==> config.mk <==
export PLATFORM = sky130hd
export DESIGN_NAME = dhg_sequencer
export DESIGN_NICKNAME = d
export VERILOG_FILES = /design/src/hdl/dhg_pkg.sv /design/src/hdl/dhg_sequencer.sv
export SDC_FILE = /design/constraint.sdc
export NUM_CORES = 1
export LEC_CHECK = 0
export BUFFER_PORTS_ARGS = -buffer_cell sky130_fd_sc_hd__buf_4
export CAP_MARGIN = 20
export CORE_MARGIN = 2
export CORE_UTILIZATION = 57
export DETAILED_ROUTE_END_ITERATION = 8
export PLACE_DENSITY = 0.85
export SYNTH_ARGS = -nofsm -noshare
export SYNTH_HDL_FRONTEND = slang
export SYNTH_SLANG_ARGS = --single-unit
export TNS_END_PERCENT = 30
==> constraint.sdc <==
create_clock -name clk_i -period 5.5 [get_ports clk_i]
set_input_delay 0.275 -clock clk_i [delete_from_list [all_inputs] [get_ports clk_i]]
set_output_delay 0.275 -clock clk_i [all_outputs]
set_load 0.02 [all_outputs]
==> src/hdl/dhg_pkg.sv <==
// ----------------------------------------------------------------------------
// Double-height glyph renderer package
// Shared sizes, microcode format, the microcode program and the code mapping.
// ----------------------------------------------------------------------------
package dhg_pkg;

  localparam int LINE_WIDTH   = 128;
  localparam int FONT_ENTRIES = 128;

  localparam int GLYPH_W    = $clog2(FONT_ENTRIES);
  localparam int FONT_AW    = GLYPH_W + 3;
  localparam int FONT_DEPTH = FONT_ENTRIES * 8;
  localparam int ROW_W      = 6;
  localparam int FB_AW      = 10;
  localparam int PC_W       = 3;

  localparam logic [2:0] LAST_ROW = 3'd7;
  localparam logic [2:0] LAST_COL = 3'd5;

  localparam logic [7:0] CODE_BLOCK     = 8'hFF;
  localparam logic [7:0] CODE_FIRST     = 8'h20;
  localparam logic [7:0] CODE_LAST      = 8'h7F;
  localparam int         GLYPH_BLOCK    = 96;
  localparam logic [15:0] INVERT_MASK   = 16'h3FFF;
  localparam int         CELL_MARGIN    = 4;

  typedef enum logic [1:0] {
    OP_NOP  = 2'd0,
    OP_READ = 2'd1,
    OP_EMIT = 2'd2
  } op_e;

  typedef enum logic [2:0] {
    J_WAIT   = 3'd0,  // hold until a draw starts
    J_NEXT   = 3'd1,  // fall through
    J_ROWS   = 3'd2,  // repeat until the last font row is read
    J_COL_SD = 3'd3,  // single width: close the column, else fall through
    J_COL    = 3'd4   // close the column
  } jmp_e;

  typedef struct packed {
    op_e              op;
    logic             hi;
    logic             dup;
    jmp_e             jmp;
    logic [PC_W-1:0]  target;
  } uword_t;

  typedef struct packed {
    op_e        op;
    logic       hi;
    logic       dup;
    logic       last;
    logic [2:0] row;
    logic [2:0] col;
  } ctrl_t;

  typedef struct packed {
    logic dw;
    logic out_free;
  } stat_t;

  localparam logic [PC_W-1:0] PC_IDLE  = 3'd0;
  localparam logic [PC_W-1:0] PC_READ  = 3'd1;
  localparam logic [PC_W-1:0] PC_EMIT  = 3'd3;
  localparam logic [PC_W-1:0] PC_MAX   = 3'd6;

  // The microcode program: read eight font rows, then per column emit the
  // low and high bytes and, in double width, their duplicates.
  function automatic uword_t ucode_rom(logic [PC_W-1:0] pc);
    uword_t w;
    w = '{op: OP_NOP, hi: 1'b0, dup: 1'b0, jmp: J_NEXT, target: PC_IDLE};
    unique case (pc)
      3'd0: w = '{op: OP_NOP,  hi: 1'b0, dup: 1'b0, jmp: J_WAIT,   target: PC_READ};
      3'd1: w = '{op: OP_READ, hi: 1'b0, dup: 1'b0, jmp: J_ROWS,   target: PC_IDLE};
      3'd2: w = '{op: OP_NOP,  hi: 1'b0, dup: 1'b0, jmp: J_NEXT,   target: PC_IDLE};
      3'd3: w = '{op: OP_EMIT, hi: 1'b0, dup: 1'b0, jmp: J_NEXT,   target: PC_IDLE};
      3'd4: w = '{op: OP_EMIT, hi: 1'b1, dup: 1'b0, jmp: J_COL_SD, target: PC_EMIT};
      3'd5: w = '{op: OP_EMIT, hi: 1'b0, dup: 1'b1, jmp: J_NEXT,   target: PC_IDLE};
      3'd6: w = '{op: OP_EMIT, hi: 1'b1, dup: 1'b1, jmp: J_COL,    target: PC_EMIT};
      default: w = '{op: OP_NOP, hi: 1'b0, dup: 1'b0, jmp: J_NEXT, target: PC_IDLE};
    endcase
    return w;
  endfunction

  function automatic logic [GLYPH_W-1:0] glyph_map(logic [7:0] code);
    logic [GLYPH_W-1:0] g;
    g = '0;
    if (code == CODE_BLOCK) begin
      g = GLYPH_W'(GLYPH_BLOCK);
    end else if (code >= CODE_FIRST && code <= CODE_LAST) begin
      g = GLYPH_W'(code - CODE_FIRST);
    end
    return g;
  endfunction

endpackage

==> src/hdl/dhg_sequencer.sv <==
// ----------------------------------------------------------------------------
// Microcode sequencer
// Step counter over the microcode program with row and column loop counters.
// ----------------------------------------------------------------------------
module dhg_sequencer (
  input  logic                   clk_i,
  input  logic                   rst_ni,
  input  logic                   start_i,
  input  dhg_pkg::stat_t         stat_i,
  output dhg_pkg::ctrl_t         ctrl_o,
  output logic                   idle_o
);
  import dhg_pkg::*;

  logic [PC_W-1:0] pc_q, pc_d;
  logic [2:0]      row_q, row_d;
  logic [2:0]      col_q, col_d;
  uword_t          uw;
  logic            adv;
  logic            last;

  assign uw   = ucode_rom(pc_q);
  // Emit steps wait for room in the output register.
  assign adv  = (uw.op != OP_EMIT) || stat_i.out_free;
  assign last = (uw.jmp == J_COL || (uw.jmp == J_COL_SD && !stat_i.dw)) &&
                (col_q == LAST_COL);

  always_comb begin
    pc_d  = pc_q;
    row_d = row_q;
    col_d = col_q;
    if (adv) begin
      unique case (uw.jmp)
        J_WAIT: begin
          if (start_i) begin
            pc_d  = uw.target;
            row_d = '0;
            col_d = '0;
          end
        end
        J_NEXT: begin
          pc_d = pc_q + 1'b1;
        end
        J_ROWS: begin
          if (row_q == LAST_ROW) begin
            pc_d = pc_q + 1'b1;
          end else begin
            row_d = row_q + 1'b1;
          end
        end
        J_COL_SD, J_COL: begin
          if (uw.jmp == J_COL_SD && stat_i.dw) begin
            pc_d = pc_q + 1'b1;
          end else if (col_q == LAST_COL) begin
            pc_d = PC_IDLE;
          end else begin
            col_d = col_q + 1'b1;
            pc_d  = uw.target;
          end
        end
        default: pc_d = PC_IDLE;
      endcase
    end
  end

  always_ff @(posedge clk_i or negedge rst_ni) begin
    if (!rst_ni) begin
      pc_q  <= PC_IDLE;
      row_q <= '0;
      col_q <= '0;
    end else begin
      pc_q  <= pc_d;
      row_q <= row_d;
      col_q <= col_d;
    end
  end

  assign ctrl_o = '{op: uw.op, hi: uw.hi, dup: uw.dup, last: last,
                    row: row_q, col: col_q};
  assign idle_o = (uw.jmp == J_WAIT);

  a_pc_range: assert property (@(posedge clk_i) disable iff (!rst_ni)
    pc_q <= PC_MAX)
    else $error("step counter left the program");

  a_start_init: assert property (@(posedge clk_i) disable iff (!rst_ni)
    (idle_o && start_i) |=> (pc_q == PC_READ && row_q == 3'd0 && col_q == 3'd0))
    else $error("draw did not start at the first read step");

  a_last_ends: assert property (@(posedge clk_i) disable iff (!rst_ni)
    (uw.op == OP_EMIT && last && adv) |=> (pc_q == PC_IDLE))
    else $error("final write did not return the sequencer to idle");

endmodule

==> flow_metrics.env <==
export IMPL_finalSetupViolations=0
export IMPL_ys_flop_type="dfrtp_1"
export IMPL_crit_family="simple AND/OR/NAND/NOR gates"
export IMPL_r2r_start="pc_q[0]$_DFFE_PN0P_"
export IMPL_dieArea_mm2=0.001832
export IMPL_seq_area_frac_synth_pct=26.24
export IMPL_nFillCells=116
export IMPL_post_cts_buffers=0
export IMPL_synth_warnings=0
export IMPL_synth_edff_count=0
export IMPL_grt_pass1_wl_mm=3.042
export IMPL_numCtsBuffers=3
export IMPL_grt_pass1_vias=714
export IMPL_drive_gt1_share_pct=19.01
export IMPL_yosysUniqueCellTypes=37
export IMPL_fin_crit_ns=2.553
export IMPL_worst_slew_pin_slew_ns=0.7605
export IMPL_required_ns=5.22
export IMPL_drc_errors=0
export IMPL_antenna_found_initial=0
export IMPL_powerDensity_mw_per_mm2=635.1
export IMPL_cts_htree_levels=1
export IMPL_hpwl_mm=1.463
export IMPL_clk_pin_slew_ns=0.05
export IMPL_yosys_area_top_type_share_pct=26.24
export IMPL_layout_common_cells="buf_4, nor2_1, nand2_1, ha_1, dfrtp_1"
export IMPL_min_path_type="primary input to async pin"
export IMPL_crit_buf_inv=2
export IMPL_vias_per_cell=6.234
export IMPL_ant_nets=0
export IMPL_rsz0062_at_grt="false"
export IMPL_worstPathArrival_ns=2.28
export IMPL_crit_path_start_kind="register"
export IMPL_drtIter0Drc=31
export IMPL_post_place_ws_ns=3.196
export IMPL_cp_cell_sequence="inv_1, ha_1, or4b_1, nand2_1, a21oi_2, a211oi_1, buf_4"
export IMPL_reg2reg_depth=7
export IMPL_nets=136
export IMPL_syn_inst=105
export IMPL_synth_seq_cells=9
export IMPL_clock_skew_ns=0.0003648
export IMPL_syn_avg_cell_area_um2=8.175
export IMPL_post_drt_wl_per_cell_um=13.85
export IMPL_cellLeakagePower_nw=0.4861
export IMPL_seq_area_um2=225.2
export IMPL_end_kind="output pin"
export IMPL_core_mm2=0.001454
export IMPL_clock_fmax_ghz=0.3918
export IMPL_fin_ws_ns=2.947
export IMPL_crit_fanout=15
export IMPL_clockBufferDepth=2
export IMPL_slowest_delay_ns=0.57
export IMPL_worstSetupPathType="register to output pin"
export IMPL_gp_congestion=0.8836
export IMPL_slowest_stage="or4b_1"
export IMPL_cap_violations=0
export IMPL_regToRegEndpoint="col_q[1]$_DFFE_PN0P_"
export IMPL_diodes=0
export IMPL_syn_area_um2=858.3
export IMPL_grt_use_total_pct=22.24
export IMPL_core_rowCount=14
export IMPL_synth_top_area_cell="dfrtp_1"
export IMPL_multi_input_area_um2=563.0
export IMPL_async_flop_share_pct=100.0
export IMPL_die_h_um=42.81
export IMPL_max_vdd_ir_drop_v=0.0003147
export IMPL_die_width_um=42.81
export IMPL_gr_total_overflow=0
export IMPL_worstSkewPairLatency_ns=0.24
export IMPL_start_util_pct=59.04
export IMPL_max_slew_margin_pct=48.91
export IMPL_clock_root_buffer="clkbuf_4"
export IMPL_synthTopCellsByArea="dfrtp_1, ha_1, nor2_1, nand2_1, nand3_1"
export IMPL_totalWireLength_mm=1.897
export IMPL_mostFrequentLayoutCell="buf_4"
export IMPL_finalMaxSlewViolations=0
export IMPL_io_pins=17
export IMPL_vias=854
export IMPL_portBuffers=16
export IMPL_period_share_pct=46.41
export IMPL_finalSetupTns_ns=0
export IMPL_syn_nets=119
export IMPL_cts_tree="yes"
export IMPL_finalHoldViolCount=0
export IMPL_worst_r2r_setup_slack_ns=3.10
export IMPL_post_route_util_pct=68.67
export IMPL_area_growth_pct=16.33
export IMPL_dr_pass1_iters=4
export IMPL_grt_max_degree=19
export IMPL_cts_sinks=9
export IMPL_status="completed"
power by group:
part           switching [mW]  total (mW)  internal, mW  leakage [nW]
clock                  0.0182      0.0458        0.0276        0.0150
combinational           0.271       0.450         0.179         0.356
sequential             0.0424       0.138        0.0959         0.115
total                   0.332       0.634         0.302         0.486
stage by stage:
| step | area [um^2] | std cells | hold slack, ns | total power [mW] |
|---|---|---|---|---|
| after floorplan | 858.3 | 105 | -0.02059 | 0.4693 |
| after global placement | 962.2 | 132 | 0.09766 | 0.5696 |
| after detailed placement | 962.2 | 132 | 0.09720 | 0.5844 |
| after CTS | 998.5 | 137 | 0.3711 | 0.6332 |
| after global routing | 998.5 | 137 | 0.3941 | 0.6900 |
| final | 998.5 | 137 | 0.3803 | 0.6342 |
Yosys cell counts, types with 3 or more instances:
cell type / number
a21oi_1: 5
a31oi_1: 3
dfrtp_1: 9
ha_1: 9
inv_1: 8
nand2_1: 11
nand3_1: 6
nor2_1: 12
nor3_1: 3
o21ai_0: 3
kinds of logic after synthesis:
group | synth area share (%)
and+or+nand+nor | 24.05
AOI/OAI and AO/OA | 27.26
muxes | 1.166
buffers and inverters | 8.162
adders and majority gates | 13.12
DFF | 26.24
cell type report:
cell class | count | share of cell area [%]
Inverter | 9 | 3.383
Clock buffer | 4 | 2.632
Sequential cell | 9 | 22.56
Multi-Input combinational cell | 82 | 56.39
Tap cell | 16 | 2.005
Timing Repair Buffer | 17 | 13.03
metal layers:
layer / part of all wire (%) / GRT usage, % / up-vias / routed length (um)
met5: 0 / 0 / - / 0
met1: 45 / 30.62 / 405 / 854
met3: 5.3 / 2.553 / 2 / 101
met2: 49 / 34.55 / 31 / 937
met4: 0.21 / 10.63 / 0 / 4
li1: - / - / 416 / -
worst max path at each step:
| stage | from | to | slack [ns] | depth (start not counted) |
|---|---|---|---|---|
| after CTS | pc_q[1]$_DFFE_PN0P_ | ctrl_o[6] | 2.93 | 7 |
| after floorplan | pc_q[0]$_DFFE_PN0P_ | pc_q[0]$_DFFE_PN0P_ | 3.32 | 7 |
| final | pc_q[1]$_DFFE_PN0P_ | ctrl_o[6] | 2.95 | 7 |
| after global placement | pc_q[0]$_DFFE_PN0P_ | col_q[1]$_DFFE_PN0P_ | 3.23 | 7 |
| after detailed placement | pc_q[0]$_DFFE_PN0P_ | pc_q[0]$_DFFE_PN0P_ | 3.20 | 7 |
| after global routing | pc_q[1]$_DFFE_PN0P_ | ctrl_o[6] | 2.79 | 7 |
registers in the layout, summed over array words and instances, names as in the netlist:
name	count
col_q	3
pc_q	3
row_q	3
repair_timing:
action	CTS	global route
gates resized for setup	0	0
endpoints found under the hold margin	9	0
hold buffers	1	0
Note: power is estimated with default switching activity, not from simulation.
