[src/hdl/dhg_pkg.sv]
// ----------------------------------------------------------------------------
// Double-height glyph renderer package
// Shared sizes, microcode format, the microcode program and the code mapping.
// ----------------------------------------------------------------------------
package dhg_pkg;

  localparam int LINE_WIDTH   = 128;
  localparam int FONT_ENTRIES = 128;

  localparam int GLYPH_W    = $clog2(FONT_ENTRIES);
  localparam int FONT_AW    = GLYPH_W + 3;
  localparam int FONT_DEPTH = FONT_ENTRIES * 8;
  localparam int ROW_W      = 6;
  localparam int FB_AW      = 10;
  localparam int PC_W       = 3;

  localparam logic [2:0] LAST_ROW = 3'd7;
  localparam logic [2:0] LAST_COL = 3'd5;

  localparam logic [7:0] CODE_BLOCK     = 8'hFF;
  localparam logic [7:0] CODE_FIRST     = 8'h20;
  localparam logic [7:0] CODE_LAST      = 8'h7F;
  localparam int         GLYPH_BLOCK    = 96;
  localparam logic [15:0] INVERT_MASK   = 16'h3FFF;
  localparam int         CELL_MARGIN    = 4;

  typedef enum logic [1:0] {
    OP_NOP  = 2'd0,
    OP_READ = 2'd1,
    OP_EMIT = 2'd2
  } op_e;

  typedef enum logic [2:0] {
    J_WAIT   = 3'd0,  // hold until a draw starts
    J_NEXT   = 3'd1,  // fall through
    J_ROWS   = 3'd2,  // repeat until the last font row is read
    J_COL_SD = 3'd3,  // single width: close the column, else fall through
    J_COL    = 3'd4   // close the column
  } jmp_e;

  typedef struct packed {
    op_e              op;
    logic             hi;
    logic             dup;
    jmp_e             jmp;
    logic [PC_W-1:0]  target;
  } uword_t;

  typedef struct packed {
    op_e        op;
    logic       hi;
    logic       dup;
    logic       last;
    logic [2:0] row;
    logic [2:0] col;
  } ctrl_t;

  typedef struct packed {
    logic dw;
    logic out_free;
  } stat_t;

  localparam logic [PC_W-1:0] PC_IDLE  = 3'd0;
  localparam logic [PC_W-1:0] PC_READ  = 3'd1;
  localparam logic [PC_W-1:0] PC_EMIT  = 3'd3;
  localparam logic [PC_W-1:0] PC_MAX   = 3'd6;

  // The microcode program: read eight font rows, then per column emit the
  // low and high bytes and, in double width, their duplicates.
  function automatic uword_t ucode_rom(logic [PC_W-1:0] pc);
    uword_t w;
    w = '{op: OP_NOP, hi: 1'b0, dup: 1'b0, jmp: J_NEXT, target: PC_IDLE};
    unique case (pc)
      3'd0: w = '{op: OP_NOP,  hi: 1'b0, dup: 1'b0, jmp: J_WAIT,   target: PC_READ};
      3'd1: w = '{op: OP_READ, hi: 1'b0, dup: 1'b0, jmp: J_ROWS,   target: PC_IDLE};
      3'd2: w = '{op: OP_NOP,  hi: 1'b0, dup: 1'b0, jmp: J_NEXT,   target: PC_IDLE};
      3'd3: w = '{op: OP_EMIT, hi: 1'b0, dup: 1'b0, jmp: J_NEXT,   target: PC_IDLE};
      3'd4: w = '{op: OP_EMIT, hi: 1'b1, dup: 1'b0, jmp: J_COL_SD, target: PC_EMIT};
      3'd5: w = '{op: OP_EMIT, hi: 1'b0, dup: 1'b1, jmp: J_NEXT,   target: PC_IDLE};
      3'd6: w = '{op: OP_EMIT, hi: 1'b1, dup: 1'b1, jmp: J_COL,    target: PC_EMIT};
      default: w = '{op: OP_NOP, hi: 1'b0, dup: 1'b0, jmp: J_NEXT, target: PC_IDLE};
    endcase
    return w;
  endfunction

  function automatic logic [GLYPH_W-1:0] glyph_map(logic [7:0] code);
    logic [GLYPH_W-1:0] g;
    g = '0;
    if (code == CODE_BLOCK) begin
      g = GLYPH_W'(GLYPH_BLOCK);
    end else if (code >= CODE_FIRST && code <= CODE_LAST) begin
      g = GLYPH_W'(code - CODE_FIRST);
    end
    return g;
  endfunction

endpackage

[src/hdl/dhg_datapath.sv]
// ----------------------------------------------------------------------------
// Glyph datapath
// Holds the draw item, gathers eight font rows, builds columns and addresses,
// and owns the output register.
// ----------------------------------------------------------------------------
module dhg_datapath (
  input  logic                          clk_i,
  input  logic                          rst_ni,
  input  logic                          start_i,
  input  logic [7:0]                    character_i,
  input  logic [4:0]                    col_pos_i,
  input  logic [1:0]                    row_pos_i,
  input  logic                          inverted_i,
  input  logic                          double_width_i,
  input  dhg_pkg::ctrl_t                ctrl_i,
  output dhg_pkg::stat_t                stat_o,
  output logic                          ram_re_o,
  output logic [dhg_pkg::FONT_AW-1:0]   ram_raddr_o,
  input  logic [dhg_pkg::ROW_W-1:0]     ram_rdata_i,
  output logic                          out_valid_o,
  input  logic                          out_stall_i,
  output logic [dhg_pkg::FB_AW-1:0]     fb_address_o,
  output logic [7:0]                    fb_data_o,
  output logic                          last_o
);
  import dhg_pkg::*;

  localparam logic [FB_AW-1:0] LINE_FB  = FB_AW'(LINE_WIDTH);
  localparam logic [FB_AW-1:0] PAGE2_FB = FB_AW'(2 * LINE_WIDTH);
  localparam logic [FB_AW-1:0] MARGIN   = FB_AW'(CELL_MARGIN);

  logic [GLYPH_W-1:0] glyph_q;
  logic [FB_AW-1:0]   base_q, base_d;
  logic               inv_q, dw_q;
  logic               rd_pend_q;
  logic [2:0]         rd_row_q;
  logic [ROW_W-1:0]   rows_q [8];

  logic [FB_AW-1:0]   cx;
  logic [FB_AW-1:0]   cell_off;
  logic [2:0]         bit_sel;
  logic [15:0]        dbl;
  logic [15:0]        shifted;
  logic [FB_AW-1:0]   col_off;
  logic [FB_AW-1:0]   addr;
  logic               out_free;
  logic               load;

  logic               out_valid_q;
  logic [FB_AW-1:0]   addr_q;
  logic [7:0]         data_q;
  logic               last_q;

  // Cell origin: two pages per text row, 6 or 12 pixels per text column.
  always_comb begin
    cx = FB_AW'(col_pos_i);
    if (double_width_i) begin
      cell_off = (cx << 3) + (cx << 2);
    end else begin
      cell_off = (cx << 2) + (cx << 1);
    end
    base_d = FB_AW'(FB_AW'(row_pos_i) * PAGE2_FB) + cell_off + MARGIN;
  end

  always_ff @(posedge clk_i) begin
    if (start_i) begin
      glyph_q <= glyph_map(character_i);
      base_q  <= base_d;
      inv_q   <= inverted_i;
      dw_q    <= double_width_i;
    end
  end

  assign ram_re_o    = (ctrl_i.op == OP_READ);
  assign ram_raddr_o = {glyph_q, ctrl_i.row};

  always_ff @(posedge clk_i or negedge rst_ni) begin
    if (!rst_ni) begin
      rd_pend_q <= 1'b0;
    end else begin
      rd_pend_q <= ram_re_o;
    end
  end

  always_ff @(posedge clk_i) begin
    rd_row_q <= ctrl_i.row;
    if (rd_pend_q) begin
      rows_q[rd_row_q] <= ram_rdata_i;
    end
  end

  // Column bits come from the six-bit rows, leftmost pixel in bit 5; each
  // pixel is doubled vertically.
  always_comb begin
    bit_sel = LAST_COL - ctrl_i.col;
    for (int r = 0; r < 8; r++) begin
      dbl[2*r]   = rows_q[r][bit_sel];
      dbl[2*r+1] = rows_q[r][bit_sel];
    end
    if (inv_q && ctrl_i.col != 3'd0) begin
      dbl = dbl ^ INVERT_MASK;
    end
    shifted = {dbl[13:0], 2'b00};
  end

  always_comb begin
    col_off = dw_q ? FB_AW'({ctrl_i.col, 1'b0}) : FB_AW'(ctrl_i.col);
    addr    = base_q + col_off + (ctrl_i.hi ? LINE_FB : '0) +
              (ctrl_i.dup ? FB_AW'(1) : '0);
  end

  assign out_free = !out_valid_q || !out_stall_i;
  assign load     = (ctrl_i.op == OP_EMIT) && out_free;

  always_ff @(posedge clk_i or negedge rst_ni) begin
    if (!rst_ni) begin
      out_valid_q <= 1'b0;
    end else if (out_free) begin
      out_valid_q <= load;
    end
  end

  always_ff @(posedge clk_i) begin
    if (load) begin
      addr_q <= addr;
      data_q <= ctrl_i.hi ? shifted[15:8] : shifted[7:0];
      last_q <= ctrl_i.last;
    end
  end

  assign stat_o       = '{dw: dw_q, out_free: out_free};
  assign out_valid_o  = out_valid_q;
  assign fb_address_o = addr_q;
  assign fb_data_o    = data_q;
  assign last_o       = last_q;

  a_read_pend: assert property (@(posedge clk_i) disable iff (!rst_ni)
    ram_re_o |=> rd_pend_q)
    else $error("font read was not followed by a capture");

  a_emit_loads: assert property (@(posedge clk_i) disable iff (!rst_ni)
    load |=> out_valid_q)
    else $error("emitted write did not reach the output register");

  a_out_hold: assert property (@(posedge clk_i) disable iff (!rst_ni)
    (out_valid_q && out_stall_i) |=>
      (out_valid_q && $stable(addr_q) && $stable(data_q) && $stable(last_q)))
    else $error("stalled write changed before its transfer");

endmodule

[config.mk]
export PLATFORM = sky130hd
export DESIGN_NAME = dhg_datapath
export DESIGN_NICKNAME = d
export VERILOG_FILES = /design/src/hdl/dhg_pkg.sv /design/src/hdl/dhg_datapath.sv
export SDC_FILE = /design/constraint.sdc
export NUM_CORES = 1
export LEC_CHECK = 0
export ABC_AREA = 1
export BUFFER_PORTS_ARGS = -buffer_cell sky130_fd_sc_hd__buf_2
export CELL_PAD_IN_SITES_DETAIL_PLACEMENT = 0
export CELL_PAD_IN_SITES_GLOBAL_PLACEMENT = 1
export CORE_ASPECT_RATIO = 1.1
export CORE_MARGIN = 3
export CORE_UTILIZATION = 40
export DETAILED_ROUTE_END_ITERATION = 8
export GPL_TIMING_DRIVEN = 0
export PLACE_DENSITY = 0.82
export SLEW_MARGIN = 10
export SYNTH_ARGS = -nofsm -noshare
export SYNTH_HDL_FRONTEND = slang
export SYNTH_SLANG_ARGS = --single-unit
[constraint.sdc]
create_clock -name clk_i -period 2.6 [get_ports clk_i]
set_input_delay 0.26 -clock clk_i [delete_from_list [all_inputs] [get_ports clk_i]]
set_output_delay 0.26 -clock clk_i [all_outputs]
set_load 0.1 [all_outputs]
==> run summary, run 1 <==
The final global-route overflow total is 0. The logs give 2.36 ns for the data arrival time of the critical path and 0 for the number of max-capacitance violations reported. After detailed placement, the total cell area comes to 4300 µm².

The synthesized netlist net count came out at 397. Hold repair after CTS inserted 2 buffers. On the final layout, the worst clock skew is 0.0107 ns.

Synthesis inferred 80 register bits. For this run, the leading register cell type out of synthesis is sky130_fd_sc_hd__edfxtp_1. The post-route netlist has 25.3% of its cells at a drive strength greater than 1. Broken down by cell family, the worst path's largest delay share belongs to buffers and inverters. The logs give 42.7% for the headroom to the max-slew limit and 0.34 ns for the later-pin clock latency in the skew report. Across every metal layer, demand over resource in global routing totals 13.8%. The clock drives 80 sinks. The number of buffers and inverters on the critical path is 3. For this run, the post-layout net count is 481. The number of buffer cells added on primary ports was 70; the maximum single-stage delay on the critical path was 0.46 ns. The total half-perimeter wirelength after legalization and detailed placement was 5.24 mm.

For this configuration, the core starts out at a cell density of 41.9%. Setup repair after global routing left no endpoint under its margin. For this run, the top clock speed supported by timing is 0.444 GHz.

The clock-pin slew reported for the worst setup and hold paths after clock tree synthesis was 0.08 ns; the leakage power summed over all cells was 1.91 nW. The slowest stage of the critical path belongs to the cell sky130_fd_sc_hd__clkbuf_1. The most utilized layer in the global route result is met2.

The tree is rooted in a sky130_fd_sc_hd__clkbuf_8. After detailed routing, the number of remaining DRC violations is 0. The register cell area after layout was 2360 µm²; the final estimated routing congestion in global placement was 0.805. Entering global routing, the biggest net connects 19 pins.

The commonest cells after synthesis are 75 x sky130_fd_sc_hd__edfxtp_1, 66 x sky130_fd_sc_hd__nand2_1, 39 x sky130_fd_sc_hd__nor2_1. The row count was 36. At the pin with the least slew margin, the transition time is 0.852 ns.

Startpoint class of the critical path: an input pin. The number of vias per cell came out at 4.66. Power spread over the standard cell area amounts to 661 nW/µm². After synthesis, flip-flops and latches occupy 62.2% of the total area.

The first routing iteration left 125 violations. In this run the post-CTS setup repair buffer count came out at 0. Along the worst path, the maximum fanout reaches 10. The number of enable-type register cells in the synthesized netlist was 75; the count of mapped cells out of synthesis was 345. The floorplan step defined a die boundary enclosing 10,700 µm². The flow ran to the end, and the final reports show no timing, DRC or antenna violations. Traced cell by cell, the critical path runs through buf_2 -> inv_1 -> clkbuf_1 -> nor2_1 -> ha_1 -> fa_1 -> a31oi_1 -> nor3_1 -> nand3_1 -> nand2_1 -> nand2_1 -> nand2_1. In the global route stage, met3 resource usage came out at 3.42%. The kind of end point of the critical path is a flip-flop.

The setup TNS after final layout is 0 ns, and the post-placement cell count is 530. TritonCTS built the clock tree. Setup violations remaining at the end of the flow were counted as 0. The tools report the global-route met1 utilization as 16.9%. The number of pins with negative max-slew slack in the final report was 0.

Yosys attributes the largest share of cell area to sky130_fd_sc_hd__edfxtp_1 59%, sky130_fd_sc_hd__nand2_1 6.5%, sky130_fd_sc_hd__ha_1 4.0%. By instance count, the cell type seen most on the critical path is sky130_fd_sc_hd__nand2_1. 71 I/O pins were placed.

In this run, post-CTS repair resized a total of 0 instances. The async set-reset flop share out of synthesis came out at 2.50%. The initial antenna violation count is 0, and the count of antenna-violating nets left after detailed routing is 0. The count of unique library cells instantiated by Yosys is 37, and the wire length of the first global-routing pass is 11.3 mm.

From left edge to right edge, the die measures 98.9 µm. The worst hold path belongs to the class in2reg. The final critical delay including setup and external delays was 2.25 ns.

The run gives 2.98 mW as the post-layout total power. Dividing the final minimum period by the clock period gives 86.6%. The met2 global-route usage was 23.0%; the via count of the routed design was 2,556. The final hold violation count was 0; the number of cells in the finished layout apart from fillers was 548. For the mapped cell area, the log shows 3800 µm². The clock passes through at most 2 buffers. The worst supply voltage drop on vdd came out at 0.000353 V. After filler insertion, the fill cell instance count of the layout stands at 847. Once layout is done, the placed cells without fillers occupy 4510 µm². Compared with the post-synthesis result, the final layout area differs by 18.8%. The number of antenna diodes in the final layout is 0.

The biggest area contributor in the post-synthesis netlist is sky130_fd_sc_hd__edfxtp_1. The tools report the number of buffers inserted during clock tree synthesis as 9. For the number of global-route vias before repair, the log shows 2,466. The run gives 0 as the Yosys warning count. The first TritonRoute pass finished after 4 iterations. Critical path class: in2reg.

The run gives 1190 µm² as the area taken by multi-input logic gates. The H-tree was split into 3 levels. After floorplanning, the core was sized to cover 9050 µm².

In this run the vertical extent of the chip is 108 µm. After detailed routing, the total wire length is 6.93 mm. In the final routed layout, each cell accounts on average for 12.6 µm. By instance count, the leading cell after synthesis is sky130_fd_sc_hd__edfxtp_1. The top cell type by area accounts for 59.3% of the synthesized area. The required time of the critical path is 2.71 ns, and the per-instance average area after synthesis is 11.0 µm².
## area by class of cell
| class | instances | area share [%] |
|---|---|---|
| Sequential cell | 80 | 52.4 |
| Tap cell | 114 | 3.16 |
| Buffer | 14 | 2.11 |
| Inverter | 38 | 3.28 |
| Multi-Input combinational cell | 213 | 26.5 |
| Clock buffer | 12 | 3.44 |
| Clock inverter | 4 | 0.638 |
| Timing Repair Buffer | 73 | 8.47 |
## where the power goes
part / internal (mW) / switching, mW
logic: 0.160 / 0.492
clock network: 0.399 / 0.413
registers: 1.49 / 0.0250
## metal layers
| metal | part of all wire [%] | up-vias |
|---|---|---|
| met4 | 1.6 | 0 |
| met5 | 0 | - |
| met1 | 45 | 1134 |
| met3 | 7.0 | 9 |
| met2 | 46 | 76 |
| li1 | - | 1337 |
## worst register-to-register path: cells and delay by family (launching register included)
kind | cells | cell delay (ns)
compound gates | 1 | 0.28
flops | 1 | 0.46
simple gates | 6 | 0.48
fa+ha+maj | 2 | 0.66
## cell families after synthesis
family	synth area share [%]
flops	62.2
simple gates	16.4
xor+xnor	3.23
buf+inv	6.39
compound gates	6.72
fa+ha+maj	5.01
## cells in the final DEF (no fill, tap or decap), types with 4 or more instances in the layout
cell type	instances
sky130_fd_sc_hd__edfxtp_1	75
sky130_fd_sc_hd__buf_2	71
sky130_fd_sc_hd__nand2_1	66
sky130_fd_sc_hd__nor2_1	39
sky130_fd_sc_hd__inv_1	36
sky130_fd_sc_hd__o21ai_0	20
sky130_fd_sc_hd__nand3_1	18
sky130_fd_sc_hd__xor2_1	13
sky130_fd_sc_hd__ha_1	12
sky130_fd_sc_hd__clkbuf_8	11
sky130_fd_sc_hd__buf_4	9
sky130_fd_sc_hd__a21oi_1	7
sky130_fd_sc_hd__o211ai_1	5
sky130_fd_sc_hd__clkbuf_1	4
sky130_fd_sc_hd__nand4_1	4
## registers in the layout, indices dropped and copies added (netlist names), 3 cells and up
name	flops
base_q	9
fb_address_o	10
fb_data_o	4
glyph_q	7
rd_row_q	3
rows_q	42
## final timing paths
check / from / end / slack, ns / depth (start not counted)
max: ctrl_i[0] / fb_address_o[8]$_DFFE_PP_ / 0.35 / 12
min: ctrl_i[3] / rd_row_q[0]$_DFF_P_ / 0.03 / 1
max reg2reg: dw_q$_DFFE_PP_ / fb_address_o[8]$_DFFE_PP_ / 0.50 / 9
min reg2reg: base_q[9]$_DFFE_PP_ / fb_address_o[9]$_DFFE_PP_ / 0.55 / 1
max in group asynchronous: rst_ni / out_valid_o$_DFFE_PN0P_ / 2.27 / 2
min in group asynchronous: rst_ni / rd_pend_q$_DFF_PN0_ / 0.23 / 2
## through the flow
step / worst slack (ns) / hold slack [ns] / utilization, %
4_1_cts: 0.378 / 0.000184 / 49.8
6_report: 0.348 / 0.0279 / 49.8
2_1_floorplan: 0.515 / -0.0356 / -
5_1_grt: 0.165 / 0.00497 / 49.8
3_5_place_dp: 0.00529 / 0.0504 / 47.5
3_3_place_gp: 0.0139 / 0.0474 / 47.4
(Power assumes the default switching activity.)
==> run 2: changes to the inputs <==
--- a/config.mk
+++ b/config.mk
@@ -15,6 +15,8 @@
 export DETAILED_ROUTE_END_ITERATION = 8
 export GPL_TIMING_DRIVEN = 0
 export PLACE_DENSITY = 0.82
+export REMOVE_ABC_BUFFERS = 1
+export SKIP_LAST_GASP = 1
 export SLEW_MARGIN = 10
 export SYNTH_ARGS = -nofsm -noshare
 export SYNTH_HDL_FRONTEND = slang
==> run 2 against run 1 <==
Compared with the run above: core utilization shrank 1.1 points; routed wire length shrank 3.2%; cell count shrank 2.7%; sequential share of layout area grew 1.2 points; maximum frequency shrank 4.1%; clock skew grew 0.00088 ns; critical endpoint unchanged; power grew 0.79%; count of clock-buffer cells in the layout shrank 1.
==> run summary, run 2 (same netlist as run 1, synthesis figures left out) <==
In the final layout, flip-flops and latches occupy 2360 µm². The register with the most flip-flops in the layout has 42 of them. The per-cell routed wire length is 12.6 µm, and the number of vias per cell is 4.72. Relative to the synthesized area, the layout overhead comes to 16.1%. The first-pass iteration count of the detailed router is 4, and the number of levels in the clock H-tree is 3. The run gives 0 as the count of final setup violators. The floorplan has 36 rows. The tools report the worst setup path startpoint as ctrl_i[0].

For the floorplan die area, the log shows 10,700 µm². rows_q holds more flip-flops than any other register. The final core utilization is 48.7%. The tools report the cell area after layout as 4410 µm². The aggregate routed wire length is 6.70 mm, and the number of buffer cells added on primary ports is 70. The internal portion of the total power is 2.08 mW. For this run, the top clock speed supported by timing is 0.426 GHz. The flow ran to the end, and the final reports show no timing, DRC or antenna violations. The tools report the kind of end point of the critical path as a flip-flop. The library cell used most frequently in the layout, excluding fill and tap cells, is sky130_fd_sc_hd__edfxtp_1. The worst clock skew was 0.0116 ns; the transition time at the pin with the least slew margin was 0.820 ns. Number of pins with negative max-slew slack in the final report: 0. The clock-pin slew reported for the worst setup and hold paths after clock tree synthesis is 0.08 ns, and the clock sink count is 80. The worst register-to-register path has a depth of 9.

The count of inserted antenna diode cells came out at 0. STA classifies the critical path startpoint as an input pin. Leaving out fill and tap cells, the most frequent cells in the layout are 75 x sky130_fd_sc_hd__edfxtp_1, 70 x sky130_fd_sc_hd__buf_2, 66 x sky130_fd_sc_hd__nand2_1, 39 x sky130_fd_sc_hd__nor2_1, 36 x sky130_fd_sc_hd__inv_1.

Dividing total power by cell area gives a power density of 682 nW/µm². In this run the count of I/O pins placed on the die edge is 71. The logs give 41.9% for the starting utilization of the core area and 0 for the final global-route overflow total. TritonCTS built the clock tree. For the number of global-route vias before repair, the log shows 2,389.

The worst register-to-register path begins at dw_q$_DFFE_PP_. The tools report the worst hold endpoint as rd_row_q[0]$_DFF_P_. Switching share of power: 30.7%. The area taken by multi-input logic gates was 1190 µm²; the final estimated routing congestion in global placement was 0.797. Among the stages of the critical path, the cell type that occurs most often is sky130_fd_sc_hd__nand2_1.

The cell sitting at the root of the clock tree is a sky130_fd_sc_hd__clkbuf_8. The tools report the power share of the sequential group as 50.4%. Setup repair after global routing left no endpoint under its margin.

The logs give 516 for the post-placement cell count and 0 for the initial antenna violation count. The run gives 840 as the number of fillers in the final layout. The largest delay contributor family on the critical path was buffers and inverters. Width of the die: 98.9 µm. On the critical path, the stage with the largest delay is an instance of sky130_fd_sc_hd__inv_1.

Global routing used 13.1% of the available tracks. Reg-to-reg endpoint: fb_address_o[8]$_DFFE_PP_. In this run the register-to-register setup slack is 0.52 ns. The detailed router placed 2,514 vias in this run. For the worst setup path, the data arrival time is 2.43 ns. The total half-perimeter wirelength after legalization and detailed placement was 4.95 mm. In this run the standard cell core region covers 9050 µm². The finished layout holds 533 standard cells, fillers aside. The total of cells resized after clock tree synthesis came out at 0.

The power spent charging and discharging nets came out at 0.924 mW. Combinational logic is responsible for 21.1% of the overall power. After layout, the worst path uses 90.3% of the clock period.

The share of total power in the clock network is 28.4%, and the number of buffers added for setup after CTS is 0. The net count of the finished layout is 466. The headroom to the max-slew limit was 44.9%.

Worst supply voltage drop on vdd: 0.000307 V. The instance area after placement is 4210 µm², and the maximum single-stage delay on the critical path is 0.53 ns. The worst setup path is of the in2reg kind.

Final routed DRC violation total: 0. The final critical delay including setup and external delays is 2.35 ns, and the top fanout value on the critical path is 22. The fraction of layout cells with a size suffix above 1 was 23.2%; the number of buffer and inverter stages on the critical path was 2. The tools report the final hold violation count as 0.

The tightest min-delay check is of the in2reg type. The largest net degree at the start of global routing came out at 23. For this design the static power due to leakage is 1.85 nW. Walking the worst path, the cells encountered are buf_2 -> inv_1 -> nor2_1 -> ha_1 -> fa_1 -> a31oi_1 -> nor3_1 -> nand3_1 -> nand2_1 -> nand2_1 -> nand2_1. For the worst setup path, the data required time is 2.68 ns. Final hold analysis gives a worst-case slack of 0.0385 ns.

The startpoint of the worst hold path was ctrl_i[3]. The first global-routing pass estimated 11.0 mm of wire. After routing, the total negative slack on setup checks comes to 0 ns. Across the run, the number of max-cap violations was 0.

Measured along the y axis, the die boundary spans 108 µm. In this run the remaining antenna-violating nets after routing total 0. The worst hold path cell count was 1; the later-pin clock latency in the skew report was 0.33 ns. Counting the buffers created by CTS gives 9. The clock passes through at most 2 buffers. The run gives 146 as the initial DRC count.
[run 2: changes by cell type in the layout (fill, tap and decap cells not counted), sizes merged]
cell,change
clkbuf,-4
buf,-11
bufinv,+1
dlygate4sd3,-1
[run 2: power groups by stage]
stage / sequential [mW] / combinational [mW] / clock (mW)
final: 1.52 / 0.635 / 0.854
after global routing: 1.52 / 0.695 / 0.943
after CTS: 1.52 / 0.641 / 0.883
after detailed placement: 1.55 / 0.639 / 0
after global placement: 1.54 / 0.629 / 0
after floorplan: 1.78 / 0.236 / 0
[run 2: cell type report]
class,instances,share of cell area (%)
clock inverters,5,1.31
well taps,114,3.24
multi-input cells,213,27.1
repair buffers,72,8.43
clock buffers,11,2.98
inverters,38,3.35
flip-flops and latches,80,53.6
[run 2: how the worst max path moves through the flow]
stage	endpoint	slack [ns]	cells past startpoint
floorplan	fb_address_o[8]$_DFFE_PP_	0.007	8
global placement	fb_address_o[8]$_DFFE_PP_	-0.10	11
detailed placement	fb_address_o[8]$_DFFE_PP_	-0.12	11
CTS	fb_address_o[8]$_DFFE_PP_	0.23	11
global route	fb_address_o[8]$_DFFE_PP_	0.004	11
finish	fb_address_o[8]$_DFFE_PP_	0.25	11
[run 2: through the flow]
stage	total power, mW	worst slack, ns
2_1_floorplan	2.02	0.00695
3_3_place_gp	2.17	-0.104
3_5_place_dp	2.18	-0.122
4_1_cts	3.04	0.232
5_1_grt	3.16	0.00350
6_report	3.00	0.252
[run 2: per-layer routing]
metal / GRT usage (%) / wire length [µm] / up-vias
li1: - / - / 1306
met2: 21.9 / 3100 / 66
met4: 4.39 / 38 / 0
met5: 0 / 0 / -
met3: 3.29 / 375 / 2
met1: 16.8 / 3190 / 1140
[run 2: timing repair]
action,4_1_cts,5_1_grt
hold buffers,1,0
hold endpoints to repair,2,0
setup endpoints to repair,0,0
==> run 3: changes to the inputs <==
--- a/config.mk
+++ b/config.mk
@@ -14,7 +14,7 @@
 export CORE_UTILIZATION = 40
 export DETAILED_ROUTE_END_ITERATION = 8
 export GPL_TIMING_DRIVEN = 0
-export PLACE_DENSITY = 0.82
+export PLACE_DENSITY = 0.74
 export REMOVE_ABC_BUFFERS = 1
 export SKIP_LAST_GASP = 1
 export SLEW_MARGIN = 10
==> run 3 against run 2 <==
Compared with the run above: final area is 0.45% higher; non-clock buffer count grew 1; count of clock-buffer cells in the layout unchanged.
==> run summary, run 3 (same netlist as run 1, synthesis figures left out) <==
The die covers 10,700 µm². The initial antenna violation count is 0. The clock sink count is 80, and the number of buffers added for setup after CTS is 0. Setup violations remaining at the end of the flow were counted as 0.

Count of nets after finishing: 467. The first TritonRoute pass finished after 4 iterations. Once placement finished, the instance area stood at 4210 µm². The power density of the placed cells is 690 nW/µm², and the layout overhead on the synthesized area is 16.6%.

The combined global-route utilization of all metal layers was 13.6%. The maximum single-stage delay on the critical path was 0.54 ns; the headroom to the max-slew limit was 38.6%. Number of vias per cell: 4.79.

For this design the top-level I/O count stands at 71. Setup repair after global routing left no endpoint under its margin. TritonCTS built the clock tree. With fillers left out, the area of the finished cells amounts to 4430 µm². The number of fillers in the final layout came out at 857. The kind of end point of the critical path is a flip-flop. For the number of levels in the clock H-tree, the log shows 3.

The most common cell after layout, fill and taps aside was sky130_fd_sc_hd__edfxtp_1. After detailed routing, the average wire length per cell comes to 13.1 µm. For the via count of the routed design, the log shows 2,556.

The run gives 0 as the final hold violation count. For this block, the initial DRC count from the detailed router was 143. The worst path in the final design needs a cycle of 2.34 ns, including I/O delays and setup. The tools report the post-layout total power as 3.06 mW.

The final global-route overflow total came out at 0. The aggregate routed wire length came out at 7.00 mm. The floorplan step set the die width to 98.9 µm.

Of the cells placed in the final design, the portion with a size suffix greater than 1 is 23.6%. The data arrival time of the critical path is 2.45 ns, and the final hold slack is 0.0217 ns. The number of buffers inserted during clock tree synthesis was 9. The largest individual stage delay along the critical path comes from the cell sky130_fd_sc_hd__inv_1. The leakage power summed over all cells was 1.86 nW; the wire length of the first global-routing pass was 11.4 mm.

STA puts the critical path data required time at 2.71 ns. In the routed design, unresolved DRC markers number 0. The region available for standard cell placement spans 9050 µm². The row count was 36.

The critical path goes through buf_2 -> inv_1 -> nor2_1 -> ha_1 -> fa_1 -> a31oi_1 -> nor3_1 -> nand3_1 -> nand2_1 -> nand2_1 -> nand2_1. Once detailed placement completed, the half-perimeter wirelength came to 5.16 mm. For the largest net degree at the start of global routing, the log shows 23.

Register bank with the most flops: rows_q. In this run the worst path has a maximum fanout of 22. The worst path uses 90.1% of the clock period. The starting utilization of the core area came out at 41.9%. IR analysis of the VDD net gives a maximum drop of 0.000281 V. The tools report the number of pins with negative max-slew slack in the final report as 0. For the count of inserted antenna diode cells, the log shows 0. Across the routed clock network, the largest skew measured is 0.0152 ns. After clock tree synthesis, the clock-pin slew on the worst setup and hold paths is 0.09 ns. The run gives 0.780 as the final estimated routing congestion in global placement.

In this run the clock root is driven by a sky130_fd_sc_hd__clkbuf_8. For the number of global-route vias before repair, the log shows 2,417. The flow ran to the end, and the final reports show no timing, DRC or antenna violations. Once routing completed, OpenROAD measured the worst setup slack at 0.257 ns. The flip-flop count of the largest register, all copies and words added is 42, and the number of max-capacitance violations reported is 0. Counting stages on the worst path, the most repeated cell is sky130_fd_sc_hd__nand2_1. The die height is 108 µm, and the worst setup slack for register-to-register paths is 0.52 ns. The tools report the count of antenna-violating nets left after detailed routing as 0. The path class of the tightest hold or removal check is in2reg. Startpoint class of the critical path: an input pin. The top cell types in the final layout, fill and taps aside, are 75 x sky130_fd_sc_hd__edfxtp_1, 70 x sky130_fd_sc_hd__buf_2, 66 x sky130_fd_sc_hd__nand2_1, 39 x sky130_fd_sc_hd__nor2_1, 36 x sky130_fd_sc_hd__inv_1. Prior to clock tree synthesis, the placed netlist has a worst setup slack of -0.119 ns. The number of buffers between clock root and the deepest sink came out at 2. The number of buffer cells added on primary ports works out to 70.

The later-pin clock latency in the skew report is 0.35 ns, and the transition time at the pin with the least slew margin is 0.914 ns. Adding up every negative setup slack in the final design gives 0 ns. The upper clock frequency limit came out at 0.427 GHz.

Critical path class: in2reg.
-- run 3: cell types whose count changed in the layout (fill, tap and decap cells not counted), sizes merged --
| cell | change |
|---|---|
| clkinv | -1 |
| clkinvlp | +1 |
| dlygate4sd3 | +1 |
-- run 3: final cells by class --
cell class                 count  area, µm²  share of cell area, %
clock buffer                  11        141                   3.19
clock inverter                 5       57.6                   1.30
inverter                      38        148                   3.33
multi-input combinational    213       1190                   27.0
sequential                    80       2360                   53.3
tap                          114        143                   3.22
timing repair buffer          73        382                   8.62
-- run 3: where the power goes --
group	total, mW	internal, mW	switching [mW]
Clock	0.902	0.468	0.434
Combinational	0.637	0.148	0.489
Sequential	1.52	1.49	0.0254
-- run 3: repair_timing --
item | in CTS | in global routing
endpoints found under the hold margin | 3 | 0
hold buffers | 2 | 0
gates resized for setup | 0 | 0
-- run 3: metrics by stage --
stage                     instances  util (%)
final                           534      48.9
after global routing            534      48.9
after CTS                       534      48.9
after detailed placement        516      46.5
after global placement          515      46.3
after floorplan                 331         -
-- run 3: routing by layer --
metal  wire length (µm)  vias to the layer above  global-route usage, %
met1               3350                     1157                   17.8
li1                   -                     1308                      -
met3                418                        5                   3.94
met5                  0                        -                      0
met4                 55                        0                   4.68
met2               3180                       86                   21.6
-- run 3: final timing paths --
path | cells after the start | startpoint | endpoint
worst min-delay path | 1 | ctrl_i[5] | rd_row_q[2]$_DFF_P_
max in group asynchronous | 2 | rst_ni | rd_pend_q$_DFF_PN0_
worst max register to register | 9 | dw_q$_DFFE_PP_ | fb_address_o[8]$_DFFE_PP_
worst min register to register | 1 | base_q[9]$_DFFE_PP_ | fb_address_o[9]$_DFFE_PP_
min in group asynchronous | 2 | rst_ni | out_valid_o$_DFFE_PN0P_
worst max-delay path | 11 | ctrl_i[0] | fb_address_o[8]$_DFFE_PP_
-- run 3: critical path, delay by kind of cell --
| kind | cells | cell delay (ns) |
|---|---|---|
| adder cells (fa/ha/maj) | 2 | 0.69 |
| AO/OA/AOI/OAI | 1 | 0.27 |
| AND/OR/NAND/NOR | 6 | 0.46 |
| buffers and inverters | 2 | 0.76 |
